--- src/hw/rtl/assert_macros.svh ---
// Assertion macros shared by the level meter RTL.
// Each macro expects signals named clk and rst in the scope where it is used.
`ifndef ASSERT_MACROS_SVH
`define ASSERT_MACROS_SVH

// Property holds at every clock edge outside reset.
`define ASSERT_ALWAYS(lbl, prop) \
  lbl: assert property (@(posedge clk) disable iff (rst) (prop)) \
    else $error("%m: assertion failed");

// Consequent holds in the same cycle as the antecedent.
`define ASSERT_IMPLIES(lbl, ante, cons) \
  lbl: assert property (@(posedge clk) disable iff (rst) (ante) |-> (cons)) \
    else $error("%m: assertion failed");

// Consequent holds in the cycle after the antecedent.
`define ASSERT_NEXT(lbl, ante, cons) \
  lbl: assert property (@(posedge clk) disable iff (rst) (ante) |=> (cons)) \
    else $error("%m: assertion failed");

`endif

--- src/hw/rtl/frlm_pkg.sv ---
// Shared types and constants of the frame RMS level meter.
// No dependencies.
package frlm_pkg;

  localparam int unsigned CFG_W       = 16;
  localparam int unsigned SAMPLE_W    = 16;
  localparam int unsigned TIME_W      = 32;
  localparam int unsigned LEVEL_W     = 13;
  localparam int unsigned FLOOR_W     = 15;
  localparam int unsigned GAIN_W      = 8;
  localparam int unsigned HOLD_W      = 16;
  localparam int unsigned DECAY_W     = 10;
  localparam int unsigned SQ_W        = 31;
  localparam int unsigned MEAN_W      = 31;
  localparam int unsigned ROOT_W      = 32;
  localparam int unsigned RMS_W       = 16;

  localparam logic [LEVEL_W-1:0] LEVEL_MAX     = 13'd4096;
  localparam logic [FLOOR_W-1:0] FLOOR_RESET   = 15'd115;
  localparam logic [GAIN_W-1:0]  GAIN_RESET    = 8'd14;
  localparam logic [HOLD_W-1:0]  HOLD_RESET    = 16'd240;
  localparam logic [DECAY_W-1:0] DECAY_RESET   = 10'd737;

  typedef enum logic [1:0] {
    REG_SPEECH_FLOOR = 2'd0,
    REG_LEVEL_GAIN   = 2'd1,
    REG_HOLD_TIME_MS = 2'd2,
    REG_DECAY_FACTOR = 2'd3
  } cfg_idx_t;

  typedef struct packed {
    logic signed [SAMPLE_W-1:0] sample;
    logic                       last_sample;
    logic                       speech_flag;
    logic                       ptt_pressed;
    logic [TIME_W-1:0]          now_ms;
  } in_item_t;

  typedef struct packed {
    logic [LEVEL_W-1:0] level_out;
    logic               talking;
    logic               updated;
  } out_item_t;

  typedef enum logic [3:0] {
    OP_NONE,
    OP_DIV,
    OP_SQRT_INIT,
    OP_SQRT,
    OP_SUB,
    OP_SCALE,
    OP_DECAY,
    OP_UPDATE,
    OP_OUT
  } dp_op_t;

  typedef struct packed {
    logic   accept;
    dp_op_t op;
  } cmd_t;

  typedef struct packed {
    logic in_last;
    logic in_active;
    logic div_done;
    logic sqrt_done;
  } sts_t;

endpackage

--- src/hw/rtl/frlm_in_if.sv ---
// Sample channel interface: valid, ready and one input item.
// Depends on frlm_pkg.
interface frlm_in_if;
  import frlm_pkg::*;

  logic     valid;
  logic     ready;
  in_item_t data;

  modport source (output valid, output data, input ready);
  modport sink (input valid, input data, output ready);
endinterface

// Result channel interface: valid, ready and one result item.
interface frlm_out_if;
  import frlm_pkg::*;

  logic      valid;
  logic      ready;
  out_item_t data;

  modport source (output valid, output data, input ready);
  modport sink (input valid, input data, output ready);
endinterface

--- src/hw/rtl/frlm_ctrl.sv ---
// Controller of the level meter: sequences accumulate, divide, root and level update.
// Depends on frlm_pkg and assert_macros.svh.
`include "assert_macros.svh"

module frlm_ctrl (
  input  logic            clk,
  input  logic            rst,
  input  logic            in_valid,
  output logic            in_ready,
  output logic            out_valid,
  input  logic            out_ready,
  input  frlm_pkg::sts_t  sts,
  output frlm_pkg::cmd_t  cmd
);
  import frlm_pkg::*;

  typedef enum logic [3:0] {
    S_IDLE,
    S_DIV,
    S_SQRT_INIT,
    S_SQRT,
    S_SUB,
    S_SCALE,
    S_DECAY,
    S_UPDATE,
    S_FINISH
  } state_t;

  state_t state;
  logic   out_free;

  assign in_ready = (state == S_IDLE);
  assign out_free = !out_valid || out_ready;

  always_comb begin
    cmd.accept = (state == S_IDLE) && in_valid;
    unique case (state)
      S_IDLE:      cmd.op = OP_NONE;
      S_DIV:       cmd.op = OP_DIV;
      S_SQRT_INIT: cmd.op = OP_SQRT_INIT;
      S_SQRT:      cmd.op = OP_SQRT;
      S_SUB:       cmd.op = OP_SUB;
      S_SCALE:     cmd.op = OP_SCALE;
      S_DECAY:     cmd.op = OP_DECAY;
      S_UPDATE:    cmd.op = OP_UPDATE;
      S_FINISH:    cmd.op = out_free ? OP_OUT : OP_NONE;
      default:     cmd.op = OP_NONE;
    endcase
  end

  always_ff @(posedge clk) begin
    if (rst) begin
      state     <= S_IDLE;
      out_valid <= 1'b0;
    end else begin
      if (state == S_FINISH && out_free) begin
        out_valid <= 1'b1;
      end else if (out_ready) begin
        out_valid <= 1'b0;
      end
      unique case (state)
        S_IDLE: begin
          if (in_valid && sts.in_last) begin
            state <= sts.in_active ? S_DIV : S_FINISH;
          end
        end
        S_DIV: begin
          if (sts.div_done) begin
            state <= S_SQRT_INIT;
          end
        end
        S_SQRT_INIT: state <= S_SQRT;
        S_SQRT: begin
          if (sts.sqrt_done) begin
            state <= S_SUB;
          end
        end
        S_SUB:    state <= S_SCALE;
        S_SCALE:  state <= S_DECAY;
        S_DECAY:  state <= S_UPDATE;
        S_UPDATE: state <= S_FINISH;
        S_FINISH: begin
          if (out_free) begin
            state <= S_IDLE;
          end
        end
        default: state <= S_IDLE;
      endcase
    end
  end

  `ASSERT_IMPLIES(a_no_overwrite, cmd.op == OP_OUT, !out_valid || out_ready)
  `ASSERT_NEXT(a_load_shows, cmd.op == OP_OUT, out_valid)
  `ASSERT_IMPLIES(a_no_accept_busy, cmd.op != OP_NONE, !cmd.accept)

endmodule

--- src/hw/rtl/frlm_dp.sv ---
// Datapath of the level meter: square accumulator, restoring divider, integer root,
// level scaling with hold and decay, configuration and result registers.
// Depends on frlm_pkg and assert_macros.svh.
`include "assert_macros.svh"

module frlm_dp #(
  parameter int unsigned MAX_FRAME_SAMPLES = 4096
) (
  input  logic                         clk,
  input  logic                         rst,
  input  logic                         cfg_we,
  input  frlm_pkg::cfg_idx_t           cfg_idx,
  input  logic [frlm_pkg::CFG_W-1:0]   cfg_data,
  input  frlm_pkg::in_item_t           in_item,
  input  frlm_pkg::cmd_t               cmd,
  output frlm_pkg::sts_t               sts,
  output frlm_pkg::out_item_t          out_item
);
  import frlm_pkg::*;

  localparam int unsigned CNT_W  = $clog2(MAX_FRAME_SAMPLES + 1);
  localparam int unsigned SUM_W  = CNT_W + 30;
  localparam int unsigned DCNT_W = $clog2(SUM_W);

  // configuration
  logic [FLOOR_W-1:0] speech_floor;
  logic [GAIN_W-1:0]  level_gain;
  logic [HOLD_W-1:0]  hold_time_ms;
  logic [DECAY_W-1:0] decay_factor;

  // persistent state
  logic [SUM_W-1:0]   square_sum;
  logic [CNT_W-1:0]   sample_count;
  logic [LEVEL_W-1:0] held_level;
  logic [TIME_W-1:0]  last_speech_time;

  // working registers
  logic [CNT_W-1:0]   rem;
  logic [DCNT_W-1:0]  div_cnt;
  logic [ROOT_W-1:0]  sq_x;
  logic [ROOT_W-1:0]  sq_res;
  logic [ROOT_W-1:0]  sq_bit;
  logic [RMS_W-1:0]   shifted;
  logic [LEVEL_W-1:0] level;
  logic [LEVEL_W-1:0] decayed;
  logic               hold_ok;
  logic               ptt_lat;
  logic [TIME_W-1:0]  now_lat;
  logic               updated;

  logic signed [31:0]       sq_full;
  logic [SUM_W-1:0]         sum_add;
  logic [CNT_W:0]           rem_sh;
  logic                     div_ge;
  logic [CNT_W:0]           rem_sub;
  logic [ROOT_W-1:0]        trial;
  logic [RMS_W-1:0]         rms;
  logic [RMS_W+GAIN_W-1:0]  scale_prod;
  logic [RMS_W+GAIN_W-4:0]  scale_q;
  logic [LEVEL_W+DECAY_W-1:0] decay_prod;
  logic [LEVEL_W-1:0]       prev;
  logic [TIME_W-1:0]        elapsed;
  logic                     in_hold;
  logic                     talk;

  assign sq_full    = 32'(in_item.sample) * 32'(in_item.sample);
  assign sum_add    = square_sum + SUM_W'(sq_full[SQ_W-1:0]);
  assign rem_sh     = {rem, square_sum[SUM_W-1]};
  assign div_ge     = rem_sh >= {1'b0, sample_count};
  assign rem_sub    = rem_sh - {1'b0, sample_count};
  assign trial      = sq_res + sq_bit;
  assign rms        = sq_res[RMS_W-1:0];
  assign scale_prod = (RMS_W+GAIN_W)'(shifted) * (RMS_W+GAIN_W)'(level_gain);
  assign scale_q    = scale_prod[RMS_W+GAIN_W-1:3];
  assign prev       = hold_ok ? held_level : '0;
  assign decay_prod = (LEVEL_W+DECAY_W)'(prev) * (LEVEL_W+DECAY_W)'(decay_factor);
  assign elapsed    = now_lat - last_speech_time;
  assign in_hold    = elapsed <= TIME_W'(hold_time_ms);
  assign talk       = ptt_lat && in_hold;

  assign sts.in_last   = in_item.last_sample;
  assign sts.in_active = in_item.speech_flag && in_item.ptt_pressed;
  assign sts.div_done  = (div_cnt == DCNT_W'(SUM_W - 1));
  assign sts.sqrt_done = (sq_bit == ROOT_W'(1));

  always_ff @(posedge clk) begin
    if (rst) begin
      speech_floor     <= FLOOR_RESET;
      level_gain       <= GAIN_RESET;
      hold_time_ms     <= HOLD_RESET;
      decay_factor     <= DECAY_RESET;
      square_sum       <= '0;
      sample_count     <= '0;
      held_level       <= '0;
      last_speech_time <= '0;
    end else begin
      if (cfg_we) begin
        unique case (cfg_idx)
          REG_SPEECH_FLOOR: speech_floor <= cfg_data[FLOOR_W-1:0];
          REG_LEVEL_GAIN:   level_gain   <= cfg_data[GAIN_W-1:0];
          REG_HOLD_TIME_MS: hold_time_ms <= cfg_data[HOLD_W-1:0];
          REG_DECAY_FACTOR: decay_factor <= cfg_data[DECAY_W-1:0];
          default: ;
        endcase
      end
      if (cmd.accept && sample_count < CNT_W'(MAX_FRAME_SAMPLES)) begin
        square_sum   <= sum_add;
        sample_count <= sample_count + CNT_W'(1);
      end
      unique case (cmd.op)
        // quotient shifts into the sum register
        OP_DIV: square_sum <= {square_sum[SUM_W-2:0], div_ge};
        OP_UPDATE: begin
          if (level != '0) begin
            held_level       <= (level > decayed) ? level : decayed;
            last_speech_time <= now_lat;
          end
        end
        OP_OUT: begin
          square_sum   <= '0;
          sample_count <= '0;
        end
        default: ;
      endcase
    end
  end

  always_ff @(posedge clk) begin
    if (cmd.accept && in_item.last_sample) begin
      now_lat <= in_item.now_ms;
      ptt_lat <= in_item.ptt_pressed;
      updated <= 1'b0;
      rem     <= '0;
      div_cnt <= '0;
    end
    unique case (cmd.op)
      OP_DIV: begin
        rem     <= div_ge ? rem_sub[CNT_W-1:0] : rem_sh[CNT_W-1:0];
        div_cnt <= div_cnt + DCNT_W'(1);
      end
      OP_SQRT_INIT: begin
        sq_x   <= ROOT_W'(square_sum[MEAN_W-1:0]);
        sq_res <= '0;
        sq_bit <= ROOT_W'(1) << 30;
      end
      OP_SQRT: begin
        if (sq_x >= trial) begin
          sq_x   <= sq_x - trial;
          sq_res <= (sq_res >> 1) + sq_bit;
        end else begin
          sq_res <= sq_res >> 1;
        end
        sq_bit <= sq_bit >> 2;
      end
      OP_SUB: shifted <= (rms > RMS_W'(speech_floor)) ? rms - RMS_W'(speech_floor) : '0;
      OP_SCALE: begin
        level   <= (scale_q > LEVEL_MAX) ? LEVEL_MAX : scale_q[LEVEL_W-1:0];
        hold_ok <= in_hold;
      end
      OP_DECAY: decayed <= decay_prod[LEVEL_W+DECAY_W-1:DECAY_W];
      OP_UPDATE: begin
        if (level != '0) begin
          updated <= 1'b1;
        end
      end
      OP_OUT: begin
        out_item.level_out <= talk ? held_level : '0;
        out_item.talking   <= talk;
        out_item.updated   <= updated;
      end
      default: ;
    endcase
  end

  `ASSERT_ALWAYS(a_held_range, held_level <= LEVEL_MAX)
  `ASSERT_IMPLIES(a_level_range, cmd.op == OP_DECAY, level <= LEVEL_MAX)

endmodule

--- src/hw/rtl/frame_rms_level_meter.sv ---
// Frame RMS level meter: samples are taken while the controller is idle; a speech frame end
// loads the result register after the bit-serial divider and the 16-step root, then the
// subtract, scale, decay and update states, and the next sample is taken once it is loaded.
// Other frame ends go straight to the finish state that loads it; a stalled result holds both.
// Synchronous active-high reset clears sum, count, held level and time stamp and
// restores the register defaults; no clearing pass. Depends on frlm_pkg, the interfaces,
// frlm_ctrl and frlm_dp.
module frame_rms_level_meter #(
  parameter int unsigned MAX_FRAME_SAMPLES = 4096
) (
  input  logic                       clk,
  input  logic                       rst,
  input  logic                       cfg_we,
  input  frlm_pkg::cfg_idx_t         cfg_idx,
  input  logic [frlm_pkg::CFG_W-1:0] cfg_data,
  frlm_in_if.sink                    samples,
  frlm_out_if.source                 levels
);
  import frlm_pkg::*;

  cmd_t cmd;
  sts_t sts;

  frlm_ctrl u_ctrl (
    .clk       (clk),
    .rst       (rst),
    .in_valid  (samples.valid),
    .in_ready  (samples.ready),
    .out_valid (levels.valid),
    .out_ready (levels.ready),
    .sts       (sts),
    .cmd       (cmd)
  );

  frlm_dp #(
    .MAX_FRAME_SAMPLES (MAX_FRAME_SAMPLES)
  ) u_dp (
    .clk      (clk),
    .rst      (rst),
    .cfg_we   (cfg_we),
    .cfg_idx  (cfg_idx),
    .cfg_data (cfg_data),
    .in_item  (samples.data),
    .cmd      (cmd),
    .sts      (sts),
    .out_item (levels.data)
  );

endmodule

--- src/flat_wrapper.sv ---
// flat-port wrapper written by rule: the top's interface ports become plain ports
module frame_rms_level_meter_flat import frlm_pkg::*;
#(
  parameter int unsigned MAX_FRAME_SAMPLES = 4096
)
  (clk, rst, cfg_we, cfg_idx, cfg_data, samples_valid, samples_data, samples_ready, levels_valid, levels_data, levels_ready);
  frlm_in_if samples_i ();
  frlm_out_if levels_i ();
  input  logic clk;
  input  logic rst;
  input  logic cfg_we;
  input  frlm_pkg::cfg_idx_t cfg_idx;
  input  logic [frlm_pkg::CFG_W-1:0] cfg_data;
  input wire logic [$bits(samples_i.valid)-1:0] samples_valid;
  input wire logic [$bits(samples_i.data)-1:0] samples_data;
  output wire logic [$bits(samples_i.ready)-1:0] samples_ready;
  output wire logic [$bits(levels_i.valid)-1:0] levels_valid;
  output wire logic [$bits(levels_i.data)-1:0] levels_data;
  input wire logic [$bits(levels_i.ready)-1:0] levels_ready;
  assign samples_i.valid = samples_valid;
  assign samples_i.data = samples_data;
  assign samples_ready = samples_i.ready;
  assign levels_valid = levels_i.valid;
  assign levels_data = levels_i.data;
  assign levels_i.ready = levels_ready;
  frame_rms_level_meter #(.MAX_FRAME_SAMPLES(MAX_FRAME_SAMPLES)) u_core (.clk(clk), .rst(rst), .cfg_we(cfg_we), .cfg_idx(cfg_idx), .cfg_data(cfg_data), .samples(samples_i), .levels(levels_i));
endmodule
--- config.mk ---
export PLATFORM = sky130hd
export DESIGN_NAME = frame_rms_level_meter_flat
export DESIGN_NICKNAME = d
export VERILOG_FILES = /design/src/hw/rtl/frlm_pkg.sv /design/src/hw/rtl/frlm_in_if.sv /design/src/hw/rtl/frlm_ctrl.sv /design/src/hw/rtl/frlm_dp.sv /design/src/hw/rtl/frame_rms_level_meter.sv /design/src/flat_wrapper.sv
export VERILOG_INCLUDE_DIRS = /design/src /design/src/hw/rtl
export SDC_FILE = /design/constraint.sdc
export NUM_CORES = 2
export LEC_CHECK = 0
export ABC_AREA = 1
export BUFFER_PORTS_ARGS = -buffer_cell sky130_fd_sc_hd__buf_4
export CORE_ASPECT_RATIO = 1.5
export CORE_MARGIN = 4
export CORE_UTILIZATION = 55
export DETAILED_ROUTE_END_ITERATION = 8
export GPL_ROUTABILITY_DRIVEN = 0
export GPL_TIMING_DRIVEN = 1
export PLACE_DENSITY = 0.71
export SKIP_LAST_GASP = 1
export SLEW_MARGIN = 20
export SYNTH_ARGS = -nofsm -noshare
export SYNTH_HDL_FRONTEND = slang
export SYNTH_SLANG_ARGS = --single-unit
--- constraint.sdc ---
create_clock -name clk -period 10.2 [get_ports clk]
set_input_delay 1.53 -clock clk [delete_from_list [all_inputs] [get_ports clk]]
set_output_delay 1.53 -clock clk [all_outputs]
set_load 0.05 [all_outputs]
Yosys cells after proc, flatten, opt, wreduce, memory -nomap -nowiden. Index checks and enable logic that the tools add are counted.

Reduce and logical (&&, ||, !) cells: 24. $lt $le $gt $ge: 7. Eq/ne operators: 26. Multipliers: 3. Multiplexer cells: 27. Add/subtract/negate cells: 9.

Operator list (count): $pmux 32 s2 (3); $pmux 43 s2 (1); $mux 13 (5); $mux 32 (2); $sub 32x32->32 (2); $add 43x31->43 (1); $mux 43 (1); $pmux 4 s9 (1); $add 31x32->32 (1); $add 32x32->32 (1); $eq 32x1->1 const B (1); $eq 4x3->1 const B (8); $ge 32x32->1 (1); $le 32x16->1 (1); $pmux 4 s8 (1); $mul 16x16->31 (1); $mul 16x8->24 (1); $mux 4 (6); $mul 13x10->23 (1); $gt 21x13->1 const B (1); $eq 4x2->1 const B (4); $gt 16x15->1 (1); $sub 16x15->16 (1); $ge 14x13->1 (1); 25 further kinds (49).

Bits of input ports: 74. Output and inout bits: 17. Register bits: 362. Word-level logic and storage cells: 121.

Longest topological paths before layout.
Depth in word-level cells: 7. Gate-level depth with buffers: 39. Mapped depth without buffers: 38.

Modules after synthesis. A second synthesis with hierarchy kept.

Cell total of the unflattened synthesis: 5560. Area, all modules: 41388.4 um2.

Modules (own cells, without submodules): frlm_dp (sequential area each 8728.4 um2, cells an instance 5499, area each 41030.6 um2, instances 1); frlm_ctrl (sequential area each 100.1 um2, cells an instance 61, area each 357.8 um2, instances 1).

Least setup slack after synthesis. Ideal clock, no wire load.

Path type: input port to flip-flop. From: input samples_data[50]. To: register u_core.u_dp.square_sum[41]. Path buffers: 2. Setup time: 0.119 ns. Stages on the path: 33. Required time: 10.081 ns. Arrival time: 8.414 ns. Setup slack: 1.667 ns. Cell sequence: clkbuf_1 -> buf_1 -> nand2_1 -> fa_1 -> fa_1 -> inv_1 -> fa_1 -> inv_1 -> fa_1 -> inv_1 -> fa_1 -> inv_1 -> fa_1 -> inv_1 -> ha_1 -> nand2_1 -> nor4_1 -> nand3_1 -> nand3_1 -> nand2_1 -> o311ai_0 -> xor2_1 -> ha_1 -> nand2_1 -> nor2_1 -> inv_1 -> nor3_1 -> nand3_1 -> nand3_1 -> nand2_1 -> xor2_1 -> nand2_1 -> a21oi_1.

Cells in the longest elaborated chain, start to end: 4.

RTL lines: start: declaration (RTL line flat_wrapper.sv:15) `input wire logic [$bits(samples_i.data)-1:0] samples_data;`; $mul 16x16->31 (RTL line frlm_dp.sv:66) `assign sq_full = 32'(in_item.sample) * 32'(in_item.sample);`; $add 43x31->43 (RTL line frlm_dp.sv:67) `assign sum_add = square_sum + SUM_W'(sq_full[SQ_W-1:0]);`; $mux 43 (RTL line frlm_dp.sv:106) `if (cmd.accept && sample_count < CNT_W'(MAX_FRAME_SAMPLES)) begin`; $pmux 43 s2 (RTL line frlm_dp.sv:110) `unique case (cmd.op)`; end signal: assignment (RTL line frlm_dp.sv:107) `square_sum <= sum_add;`; end signal: assignment (RTL line frlm_dp.sv:112) `OP_DIV: square_sum <= {square_sum[SUM_W-2:0], div_ge};`; end: declaration (RTL line frlm_dp.sv:32) `logic [SUM_W-1:0] square_sum;`.

No other way between the ends. The select of a mux whose other input is x is not followed. A chain may end at the register's enable or synchronous reset.

Worst setup path in the final report.
From: input samples_data[50]. To: register u_core.u_dp.square_sum[40].

The elaborated chain is that of the path after synthesis.

==> flow_metrics.env <==
export IMPL_clock_transition_time_at_the_flip_flop_clock_pins_of_the_worst_setup_and_hold_paths_ns=0.06
export IMPL_period_share=0.843
export IMPL_post_cts_setup_buffer_count=0
export IMPL_grt_pass1_wl_um=181000
export IMPL_worst_setup_path_startpoint="samples_data[50]"
export IMPL_ys_types=58
export IMPL_ff_to_ff_setup_slack_ns=4.29
export IMPL_crit_fanout=22
export IMPL_worst_path_largest_cell_delay_ns=0.75
export IMPL_min_cycle_time_layout_ns=8.60
export IMPL_synthesis_yosys_warnings=0
export IMPL_cts_resized=0
export IMPL_num_antenna_cells=0
export IMPL_die_w_um=232
export IMPL_critical_path_buf_inv_count=5
export IMPL_synthesis_nets=6343
export IMPL_cts_made_buffers=36
export IMPL_ctsRootBufferMaster="sky130_fd_sc_hd__clkbuf_16"
export IMPL_critical_path_top_cell_by_count="sky130_fd_sc_hd__fa_1"
export IMPL_dpl_worst_slack_ns=1.14
export IMPL_synth_adder_area_share=0.308
export IMPL_post_synth_inst_count=5496
export IMPL_depth_of_the_worst_register_to_register_path=20
export IMPL_most_common_cell_after_layout_fill_and_taps_aside="sky130_fd_sc_hd__nand2_1"
export IMPL_grt_antenna_before_repair=0
export IMPL_final_fill_count=6877
export IMPL_drt_pre_antenna_iters=6
export IMPL_final_instance_count_excl_fill=6509
export IMPL_maxClockFrequency_mhz=116
export IMPL_cts_tree="built"
export IMPL_synth_seq_cells=346
export IMPL_dominant_combinational_cell_family_by_area_after_synthesis="adder cells"
export IMPL_area_growth_pct=6.46
export IMPL_overall_die_area_mm2=0.0795
export IMPL_final_nets=6337
export IMPL_route_detailed_drc=0
export IMPL_drive_gt1_frac=0.0437
export IMPL_worst_slew_pin_slew_ns=1.10
export IMPL_dp_hpwl_um=91300
export IMPL_synth_compound_gate_area_share=0.123
export IMPL_routed_wl_met3_um=4100
export IMPL_grt_pass1_vias=36533
export IMPL_outcome="finished, final reports clean"
export IMPL_multi_input_area_mm2=0.0276
export IMPL_worstSetupEndpointType="flop"
export IMPL_dominantRegCellSynth="sky130_fd_sc_hd__edfxtp_1"
export IMPL_globalRoute_totalOverflow=0
export IMPL_clk_latency_ns=0.57
export IMPL_grt_setup_unrepaired="false"
export IMPL_ys_seq_area_frac=0.214
export IMPL_antenna_left=0
export IMPL_timing_final_hold_violations=0
export IMPL_gr_util_all_layers=0.281
export IMPL_min_path_type="flop to flop"
export IMPL_synth_area_per_cell_um2=7.50
export IMPL_cts_path_max_buffers=3
export IMPL_final_setup_tns_ns=0
export IMPL_syn_cell_area_mm2=0.0412
export IMPL_post_synth_and_or_nand_nor_area_fraction=0.198
export IMPL_synth_xor_area_frac=0.0387
export IMPL_synthMuxAreaShare=0
export IMPL_io_pin_count=91
export IMPL_clock_skew_final_ns=0.0273
export IMPL_clkSinkCount=346
export IMPL_regToRegStartpoint="u_core.u_dp.hold_ok"
export IMPL_wire_per_inst_um=17.2
export IMPL_vias=35567
export IMPL_worst_setup_path_type="input pin to flop"
export IMPL_floorplan_rows=122
export IMPL_worst_r2r_endpoint="u_core.u_dp.decayed[12]"
export IMPL_ys_async_sr_fraction=0
export IMPL_die_height_um=343
export IMPL_start_kind="input pin"
export IMPL_met2_wirelength_um=59100
export IMPL_worstSetupPathDepth=29
export IMPL_worst_slew_margin_rel=0.258
export IMPL_top_layer_used="met4"
export IMPL_critical_path_data_required_time_ns=10.67
export IMPL_cp_slowest_cell="sky130_fd_sc_hd__fa_1"
export IMPL_synth_edff_count=190
export IMPL_critical_path_top_delay_family="adder cells"
export IMPL_detail_route_wirelength_um=112000
export IMPL_worstSetupEndpoint="u_core.u_dp.square_sum[40]"
export IMPL_setup_violations_final=0
export IMPL_core_area_mm2=0.0740
export IMPL_grt_start_max_net_pins=86
export IMPL_mostFrequentLayoutCells="sky130_fd_sc_hd__nand2_1 (1141), sky130_fd_sc_hd__inv_1 (1128), sky130_fd_sc_hd__nor2_1 (426)"
export IMPL_via_per_inst=5.46
export IMPL_worst_ep_arrival_time_ns=9.07
export IMPL_buffer_ports_inserted=90
export IMPL_dpl_cell_count=6444
export IMPL_cap_violations=0
export IMPL_h_tree_depth=2
export IMPL_holdBufCountCts=0
export IMPL_maxSlewViolCount=0
export IMPL_detailedRoute_firstIterationViolations=2155
export IMPL_register_area_mm2=0.00883
export IMPL_drt_met1_wl_um=41000
export IMPL_initial_utilization=0.557
export IMPL_post_route_worst_setup_slack_ns=1.60
[registers in the layout, indices dropped and copies added, names as in the netlist, 4 cells and up]
| name | cells |
|---|---|
| u_core.u_dp.sample_count | 13 |
| u_core.u_ctrl.state | 4 |
| u_core.u_dp.speech_floor | 15 |
| u_core.u_dp.hold_time_ms | 16 |
| u_core.u_dp.sq_x | 32 |
| u_core.u_dp.decayed | 13 |
| u_core.u_dp.level | 13 |
| u_core.u_dp.div_cnt | 6 |
| u_core.u_dp.shifted | 16 |
| u_core.u_dp.sq_bit | 16 |
| u_core.u_dp.decay_factor | 10 |
| u_core.u_dp.level_gain | 8 |
| u_core.u_dp.sq_res | 32 |
| u_core.u_dp.rem | 13 |
| u_core.u_dp.last_speech_time | 32 |
| u_core.u_dp.out_item | 15 |
| u_core.u_dp.square_sum | 43 |
| u_core.u_dp.now_lat | 32 |
| u_core.u_dp.held_level | 13 |
[Yosys cell counts, types with 2 or more instances]
library cell	n	area share
sky130_fd_sc_hd__nand2_1	1143	0.10
sky130_fd_sc_hd__inv_1	1130	0.10
sky130_fd_sc_hd__nor2_1	429	0.039
sky130_fd_sc_hd__fa_1	400	0.19
sky130_fd_sc_hd__a21oi_1	399	0.048
sky130_fd_sc_hd__ha_1	373	0.11
sky130_fd_sc_hd__o21ai_0	343	0.042
sky130_fd_sc_hd__nand3_1	211	0.026
sky130_fd_sc_hd__edfxtp_1	190	0.14
sky130_fd_sc_hd__dfxtp_1	156	0.076
sky130_fd_sc_hd__clkbuf_1	125	0.011
sky130_fd_sc_hd__xor2_1	109	0.023
sky130_fd_sc_hd__xnor2_1	73	0.016
sky130_fd_sc_hd__nor3_1	60	0.0073
sky130_fd_sc_hd__nand4_1	55	0.0083
sky130_fd_sc_hd__o21bai_1	43	0.0078
sky130_fd_sc_hd__a31oi_1	38	0.0058
sky130_fd_sc_hd__a21o_1	20	0.0036
sky130_fd_sc_hd__nor2_2	17	0.0026
sky130_fd_sc_hd__nor4_1	15	0.0023
sky130_fd_sc_hd__buf_2	13	0.0016
sky130_fd_sc_hd__nand3b_1	13	0.0024
sky130_fd_sc_hd__o211ai_1	13	0.0024
sky130_fd_sc_hd__or2_2	13	0.0020
sky130_fd_sc_hd__o21a_1	10	0.0018
sky130_fd_sc_hd__o21ai_1	9	0.0011
sky130_fd_sc_hd__a211oi_1	8	0.0015
sky130_fd_sc_hd__a21boi_0	8	0.0015
sky130_fd_sc_hd__nand2_2	8	0.0012
sky130_fd_sc_hd__buf_1	7	0.00064
sky130_fd_sc_hd__o31ai_1	7	0.0013
sky130_fd_sc_hd__a31o_2	6	0.0013
sky130_fd_sc_hd__inv_2	6	0.00055
sky130_fd_sc_hd__a21oi_2	5	0.0011
sky130_fd_sc_hd__and2_1	4	0.00061
sky130_fd_sc_hd__buf_4	4	0.00073
sky130_fd_sc_hd__a221oi_1	3	0.00064
sky130_fd_sc_hd__a22oi_1	3	0.00055
sky130_fd_sc_hd__o2111ai_1	3	0.00064
sky130_fd_sc_hd__clkinv_1	2	0.00018
sky130_fd_sc_hd__nor2_4	2	0.00055
sky130_fd_sc_hd__nor3_2	2	0.00049
sky130_fd_sc_hd__nor3b_1	2	0.00036
sky130_fd_sc_hd__o221ai_1	2	0.00043
[cell families (layout without fill, tap and decap cells)]
group	Yosys count	count (layout)
buffers and inverters	1289	1310
xor gates and xnor gates	182	182
AOI/OAI and AO/OA	927	927
and+or+nand+nor	1979	1979
adders and majority gates	773	773
DFF	346	346
[metrics by stage]
step | util | hold slack (ns) | instance area, um2
floorplan | - | 0.409 | 41200
global placement | 0.577 | 0.429 | 42700
detailed placement | 0.577 | 0.425 | 42700
CTS | 0.593 | 0.442 | 43900
global route | 0.593 | 0.459 | 43900
finish | 0.593 | 0.443 | 43900
[worst register-to-register path, delay by kind of cell, from the launching register on]
kind            cells  cell delay (ns)
compound gates      4             0.91
xor+xnor            1             0.08
fa+ha+maj           6             2.84
buf+inv             4             0.48
flops               1             0.63
simple gates        5             0.73
[metal layers]
metal,vias up,track usage
li1,17374,-
met1,16790,0.298
met2,1025,0.540
met3,378,0.0217
met4,0,0.160
met5,-,0
[layout make-up]
class                   count  share of cell area
multi-input cells        3861               0.628
flip-flops and latches    346               0.201
inverters                1138              0.0974
well taps                 992              0.0283
clock buffers              47              0.0232
repair buffers            107              0.0183
clock inverters            18             0.00374
[worst min path at each step]
| stage | from | to | slack [ns] | cells past startpoint |
|---|---|---|---|---|
| after floorplan | u_core.u_dp.updated | u_core.u_dp.out_item[0] | 0.41 | 0 |
| after global placement | u_core.u_dp.updated | u_core.u_dp.out_item[0] | 0.43 | 0 |
| after detailed placement | u_core.u_dp.updated | u_core.u_dp.out_item[0] | 0.43 | 0 |
| after CTS | u_core.u_dp.updated | u_core.u_dp.out_item[0] | 0.44 | 0 |
| after global routing | u_core.u_dp.updated | u_core.u_dp.out_item[0] | 0.46 | 0 |
| final | u_core.u_dp.updated | u_core.u_dp.out_item[0] | 0.44 | 0 |
Power is not shown: default switching activity piles up to over one toggle a cycle in this logic, so the estimate is an artifact.
